--- src/taam_pkg.sv ---
`timescale 1ns / 1ps
`default_nettype none
package taam_pkg;

  localparam int unsigned STORE_DEPTH_DEF = 256;

  typedef enum logic [3:0] {
    OP_SELECT = 4'd0,
    OP_STORE  = 4'd1,
    OP_LOAD   = 4'd2,
    OP_SAVE   = 4'd3,
    OP_ADD    = 4'd4,
    OP_AADD   = 4'd5,
    OP_SUB    = 4'd6,
    OP_ASUB   = 4'd7,
    OP_MUL    = 4'd8,
    OP_AMUL   = 4'd9,
    OP_DIV    = 4'd10,
    OP_ADIV   = 4'd11,
    OP_POW    = 4'd12,
    OP_APOW   = 4'd13
  } op_t;

  typedef enum logic [2:0] {
    ST_OK   = 3'd0,
    ST_DIV0 = 3'd1,
    ST_ADDR = 3'd2,
    ST_REG  = 3'd3,
    ST_ZNEG = 3'd4
  } status_t;

  typedef enum logic [2:0] {
    S_IDLE,
    S_RDWAIT,
    S_DIV,
    S_POW,
    S_DONE
  } state_t;

endpackage
`default_nettype wire

--- src/taam_mulit.sv ---
`timescale 1ns / 1ps
`default_nettype none
// Iterative divide / power unit. Division: radix-2 restoring on magnitudes,
// one quotient bit per cycle. Power: right-to-left square and
// multiply, one exponent bit per cycle, products registered.
module taam_mulit
  import taam_pkg::*;
(
  input  wire logic        clk,
  input  wire logic        rst_n,
  input  wire logic        start,
  input  wire logic        is_pow,
  input  wire logic [31:0] op_a,
  input  wire logic [31:0] op_b,
  output logic             done,
  output logic [31:0]      res
);

  logic [5:0]  cnt_r, cnt_nxt;
  logic        busy_r, busy_nxt;
  logic        pow_r;
  logic        neg_r;
  logic [31:0] rem_r, quo_r, dvs_r;
  logic [31:0] pr_r, pb_r, pe_r;
  logic [32:0] trial;
  logic [31:0] rem_sh;
  logic [31:0] mag_a, mag_b;

  assign mag_a = op_a[31] ? (32'd0 - op_a) : op_a;
  assign mag_b = op_b[31] ? (32'd0 - op_b) : op_b;

  // one restoring step
  assign rem_sh = {rem_r[30:0], quo_r[31]};
  assign trial  = {1'b0, rem_sh} - {1'b0, dvs_r};

  always_comb begin
    busy_nxt = busy_r;
    cnt_nxt  = cnt_r;
    if (start) begin
      busy_nxt = 1'b1;
      cnt_nxt  = 6'd0;
    end else if (busy_r) begin
      cnt_nxt = cnt_r + 6'd1;
      if (cnt_r == 6'd31) busy_nxt = 1'b0;
    end
  end

  always_ff @(posedge clk) begin
    if (!rst_n) begin
      busy_r <= 1'b0;
      cnt_r  <= 6'd0;
      done   <= 1'b0;
    end else begin
      busy_r <= busy_nxt;
      cnt_r  <= cnt_nxt;
      done   <= busy_r && (cnt_r == 6'd31);
    end
  end

  // datapath
  always_ff @(posedge clk) begin
    if (start) begin
      pow_r <= is_pow;
      neg_r <= op_a[31] ^ op_b[31];
      rem_r <= 32'd0;
      quo_r <= mag_a;
      dvs_r <= mag_b;
      pr_r  <= 32'd1;
      pb_r  <= op_a;
      pe_r  <= op_b;
    end else if (busy_r) begin
      if (!pow_r) begin
        if (!trial[32]) begin
          rem_r <= trial[31:0];
          quo_r <= {quo_r[30:0], 1'b1};
        end else begin
          rem_r <= rem_sh;
          quo_r <= {quo_r[30:0], 1'b0};
        end
      end else begin
        if (pe_r[0]) pr_r <= pr_r * pb_r;
        pb_r <= pb_r * pb_r;
        pe_r <= {1'b0, pe_r[31:1]};
      end
    end
  end

  assign res = pow_r ? pr_r : (neg_r ? (32'd0 - quo_r) : quo_r);

  assert property (@(posedge clk) disable iff (!rst_n) done |-> !busy_r)
    else $error("done while busy");
  assert property (@(posedge clk) disable iff (!rst_n) start |=> busy_r)
    else $error("start did not launch");
  assert property (@(posedge clk) disable iff (!rst_n) busy_r |-> cnt_r <= 6'd31)
    else $error("step count overrun");

endmodule
`default_nettype wire
--- config.mk ---
export PLATFORM = sky130hd
export DESIGN_NAME = taam_mulit
export DESIGN_NICKNAME = d
export VERILOG_FILES = /design/src/taam_pkg.sv /design/src/taam_mulit.sv
export SDC_FILE = /design/constraint.sdc
export NUM_CORES = 2
export LEC_CHECK = 0
export ABC_AREA = 1
export ABC_CLOCK_PERIOD_IN_PS = 15600
export BUFFER_PORTS_ARGS = -buffer_cell sky130_fd_sc_hd__buf_4
export CORE_MARGIN = 2
export CORE_UTILIZATION = 30
export CTS_BUF_LIST = sky130_fd_sc_hd__clkbuf_16
export DETAILED_ROUTE_END_ITERATION = 12
export PLACE_DENSITY = 0.55
export SKIP_LAST_GASP = 1
export SYNTH_ARGS = -nofsm -noshare
export SYNTH_HDL_FRONTEND = slang
export SYNTH_SLANG_ARGS = --single-unit
--- constraint.sdc ---
create_clock -name clk -period 15.6 [get_ports clk]
set_input_delay 0 -clock clk [delete_from_list [all_inputs] [get_ports clk]]
set_output_delay 0 -clock clk [all_outputs]
set_load 0.01 [all_outputs]
Yosys cells after proc, flatten, opt, wreduce, memory -nomap -nowiden
Index checks and enable logic that the tools add are counted.

$add $sub $neg: 5. Multipliers: 2. Equality and inequality tests: 2. Muxes and demuxes: 18. Bitwise logic cells: 3. Reductions and logical operators: 8.

Operators by type and width (count): 32-bit two-way mux (12); 1-bit by 32-bit subtractor with 32-bit output, first input constant (3); 32-bit by 32-bit multiplier with 32-bit output (2); 31-bit two-way mux (2); 32-bit by 32-bit subtractor with 33-bit output (1); 6-bit by 1-bit adder with 6-bit output, second input constant (1); 6-bit by 5-bit equality test with 1-bit output, second input constant (1); 2-bit AND reduction (3); 1-bit two-way mux (4); 2-bit nonzero test (2); 3-bit AND reduction (1); 2-bit != test, second input constant (1); 1-bit inverter (2); 2-bit OR reduction (1); 1-bit logical AND (1); 1-bit bitwise XOR (1).

Register bits: 201. Input port bits: 68. Output and inout port bits: 33. Logic and storage cells: 50.

Depth between registers and ports, before layout
Depth after elaboration: 5. Mapped depth: 34. Depth with buffers taken out: 31.

Worst setup path before layout
OpenSTA, ideal clock, no wires.

Path type: reg-to-reg. From: reg pb_r[11]. To: reg pb_r[26], data pin. Library setup time: 258 ps. Data arrival time: 6712 ps. Data required time: 15342 ps. Path slack: 8630 ps. Cell stages (with the launch flop): 30. Path buffers: 3. Period minus slack after synthesis: 6970 ps. Cells stage by stage: edfxtp_1 -> clkbuf_1 -> clkbuf_1 -> buf_1 -> nand2_1 -> fa_1 -> inv_1 -> fa_1 -> fa_1 -> inv_1 -> fa_1 -> inv_1 -> fa_1 -> inv_1 -> fa_1 -> inv_1 -> fa_1 -> fa_1 -> ha_1 -> nand2_1 -> nor2_1 -> inv_1 -> nor3_1 -> nand3_1 -> nand3_1 -> nand3_1 -> nand2_1 -> a21oi_1 -> o21ai_0 -> nand2_1.

Word-level cells in the longest chain between the ends: 4.

RTL lines: start: declaration (RTL line taam_mulit.sv:24) `logic [31:0] pr_r, pb_r, pe_r;`; start signal: assignment (RTL line taam_mulit.sv:69) `pb_r <= op_a;`; start signal: assignment (RTL line taam_mulit.sv:82) `pb_r <= pb_r * pb_r;`; 32-bit by 32-bit multiplier with 32-bit output (RTL line taam_mulit.sv:82); 32-bit two-way mux (RTL line taam_mulit.sv:72) `if (!pow_r) begin`; 32-bit two-way mux (RTL line taam_mulit.sv:71) `end else if (busy_r) begin`; 32-bit two-way mux (RTL line taam_mulit.sv:62) `if (start) begin`.

Every way passes these cells. The select of a mux whose other input is x is not followed. A chain may end at the register's enable or synchronous reset.

Worst setup path in the final report
From: reg pb_r[4]. To: reg pb_r[26], data pin.

Same word-level chain as after synthesis.

==> results.txt <==
The number of antenna violations at the first check in global routing came out at 4. Pin placement for this block handled 101 I/O pins. The overall die height is 382 um. The aggregate global routing overflow is 0. The clock insertion delay at the later pin of the skew report is approximately 580 ps. The longest clock path from root to sink contains 3 buffers.

The final weighted congestion in routability-driven placement is 0.875. Setup repair after global routing left no endpoint under its margin. Synthesis produced ~5,600 cells.

The run finished with clean final reports. The sum of negative setup slack came out at 0 ps. The number of remaining DRC errors is 0.

A synthesized cell averages about 7.7 um2. The filler cells instantiated in the layout total ~15,000. The critical path data required time came out at ~16,000 ps. The mean routed wirelength per cell is around 17 um.

The worst hold path belongs to the class in2reg. The worst-case clock skew came out at 17.2 ps. The delay of the slowest cell on the worst path came out at around 860 ps. The count of placed standard cells in the final layout, fillers left out came out at 7,526. Leaving out fill and tap cells, the most frequent cells in the layout are sky130_fd_sc_hd__inv_1 (1,555), sky130_fd_sc_hd__nand2_1 (1,383), sky130_fd_sc_hd__fa_1 (773), sky130_fd_sc_hd__ha_1 (291), sky130_fd_sc_hd__o21ai_0 (247). The number of global-route vias before repair came to approximately 36,000.

The fraction of registers with async set or reset after synthesis is 0. The initial core utilization is 0.302. The signed area change from the synthesized netlist to the final layout came out at 10.5%.

The net count of the mapped netlist is 6,698. The final count of pins violating max slew is 0. The total length of routed wires is ~120,000 um. Counting distinct cell types in the post-synthesis netlist gives 58. The pin count of the biggest net entering global routing is 86.

The total number of clock tree sinks is between 200 and 250. Among all flip-flop cells after synthesis, the most frequent one is sky130_fd_sc_hd__edfxtp_1. Derived from the worst setup path, the maximum achievable clock frequency is 125 MHz. The library cell used most frequently in the layout, excluding fill and tap cells, is sky130_fd_sc_hd__inv_1. The first global-routing pass estimated about 200,000 um of wire. The number of hold violations in the final report is 0. In this run the worst path has a maximum fanout of 36. The cell count after placement is between 7,000 and 8,000. Setup violations remaining at the end of the flow were counted as 0. The arrival time at the worst endpoint came out at between 8000 and 9000 ps. The transition time at the pin with the least slew margin is around 1100 ps.

The area inside the core boundary is between 100,000 and 150,000 um2. The placement row count came out at 138. The clock-pin slew of the registers on the worst-case setup and hold paths came out at about 60 ps.

The number of flops mapped to enable cells by yosys is between 100 and 150. The slowest stage of the critical path belongs to the cell sky130_fd_sc_hd__edfxtp_1. The cell area after synthesis is around 43,000 um2. The number of port buffers came out at 100. The type of element capturing the critical path is a flop. The type of element launching the critical path is a flop.

The post-DP HPWL is ~95,000 um. The number of warnings reported in the yosys synthesis log came out at 0. The detailed router placed about 34,000 vias in this run. The post-cts repair resize count came out at 0. The worst setup path is of the reg2reg kind. The detailed-router iteration count before antenna repair is 6. The worst path in the final design needs a cycle of 8000 ps, including I/O delays and setup. The worst slew margin relative to its limit came out at 0.253. The number of nets with antenna violations after routing came out at 0. The total of max-cap violations came out at 0.

Registers take between 5000 and 6000 um2. In the global route stage, overall resource usage came out at 0.174. The clock tree from TritonCTS is yes.

The part of the Yosys area used for sequential elements is 0.124. The final cycle utilization of the critical path came out at 0.513. The tree is rooted in a sky130_fd_sc_hd__clkbuf_16. The number of violations reported at the end of detailed-routing iteration 0 came out at approximately 2,200. For this run, the post-layout net count is between 6,000 and 7,000. The die area came out at between 100,000 and 150,000 um2. The die is about 380 um wide. The ratio of routed vias to standard cells came out at around 4.6. The area of the multi-input gates came out at ~30,000 um2. The number of H-tree branching levels is 1. The post-synthesis sequential element count came out at 201. The fraction of final layout cells sized beyond drive strength 1 is 0.0479. In this design, the critical path's most frequently occurring cell is sky130_fd_sc_hd__fa_1. The total CTS buffers came out at 27.
## Yosys cell counts, types with 22 or more instances
cell	n	area, um2
sky130_fd_sc_hd__nor3_1	34	170
sky130_fd_sc_hd__dfxtp_1	71	1420
sky130_fd_sc_hd__fa_1	773	15500
sky130_fd_sc_hd__nand3_1	131	656
sky130_fd_sc_hd__ha_1	291	3640
sky130_fd_sc_hd__a21oi_1	195	976
sky130_fd_sc_hd__o21ai_0	248	1240
sky130_fd_sc_hd__nor2_1	164	616
sky130_fd_sc_hd__inv_1	1552	5830
sky130_fd_sc_hd__nand2_1	1383	5190
sky130_fd_sc_hd__a31oi_1	27	169
sky130_fd_sc_hd__buf_1	66	248
sky130_fd_sc_hd__edfxtp_1	130	3900
sky130_fd_sc_hd__buf_2	32	160
sky130_fd_sc_hd__clkbuf_1	129	484
sky130_fd_sc_hd__nand3b_1	22	165
sky130_fd_sc_hd__xor2_1	94	823
sky130_fd_sc_hd__xnor2_1	34	298
## cell families after synthesis
| kind of cell | after synthesis | share of synthesized area |
|---|---|---|
| flops | 201 | 0.124 |
| buf+inv | 1790 | 0.158 |
| fa+ha+maj | 1064 | 0.446 |
| simple gates | 1812 | 0.172 |
| compound gates | 571 | 0.0739 |
| xor+xnor | 128 | 0.0261 |
## worst max-delay path, delay by kind of cell, from the launching register on
family | cells | cell delay (ps)
AOI/OAI and AO/OA | 3 | 360
xor gates and xnor gates | 1 | 220
adders and majority gates | 9 | 4090
buffers and inverters | 6 | 920
DFF | 1 | 860
and+or+nand+nor | 9 | 1220
## state kept, by name, indices dropped and copies added (netlist names)
name and count:
dvs_r 32, quo_r 32, busy_r 1, cnt_r 6, pr_r 32, rem_r 31
pb_r 32, neg_r 1, pow_r 1, done 1, pe_r 32
## per-layer routing
layer  vias up  global-route usage  routed length (um)
met3       145              0.0141                5620
li1      16428                   -                   -
met1     16924               0.236               55500
met5         -                   0                  45
met4         6              0.0429                3330
met2       797               0.299               59700
## cell type report
class	count	share of cell area
multi-input combinational	3575	0.650
clock inverter	23	0.00489
sequential	201	0.112
timing repair buffer	248	0.0444
clock buffer	27	0.0143
inverter	1561	0.124
antenna	1	0.0000528
tap	1890	0.0499
## through the flow
step	area (um2)	worst slack (ps)	utilization	hold slack, ps
global route	47400	7100	0.334	142
detailed placement	45500	7620	0.321	182
finish	47400	7600	0.334	155
global placement	45500	7730	0.321	182
CTS	47300	7590	0.334	125
floorplan	42900	8630	-	98.9
## worst paths after layout
check	startpoint	endpoint	slack (ps)	cells past startpoint
max	pb_r[4]	pb_r[26]	7600	28
min	is_pow	pow_r	150	2
max reg2reg	pb_r[4]	pb_r[26]	7600	28
min reg2reg	cnt_r[5]	done	440	1
## repair_timing
action | CTS | global route
hold endpoints to repair | 167 | 0
hold buffers | 92 | 0
buffers inserted | 0 | 0
Power is not shown: default switching activity piles up to over one toggle a cycle in this logic, so the estimate is an artifact.
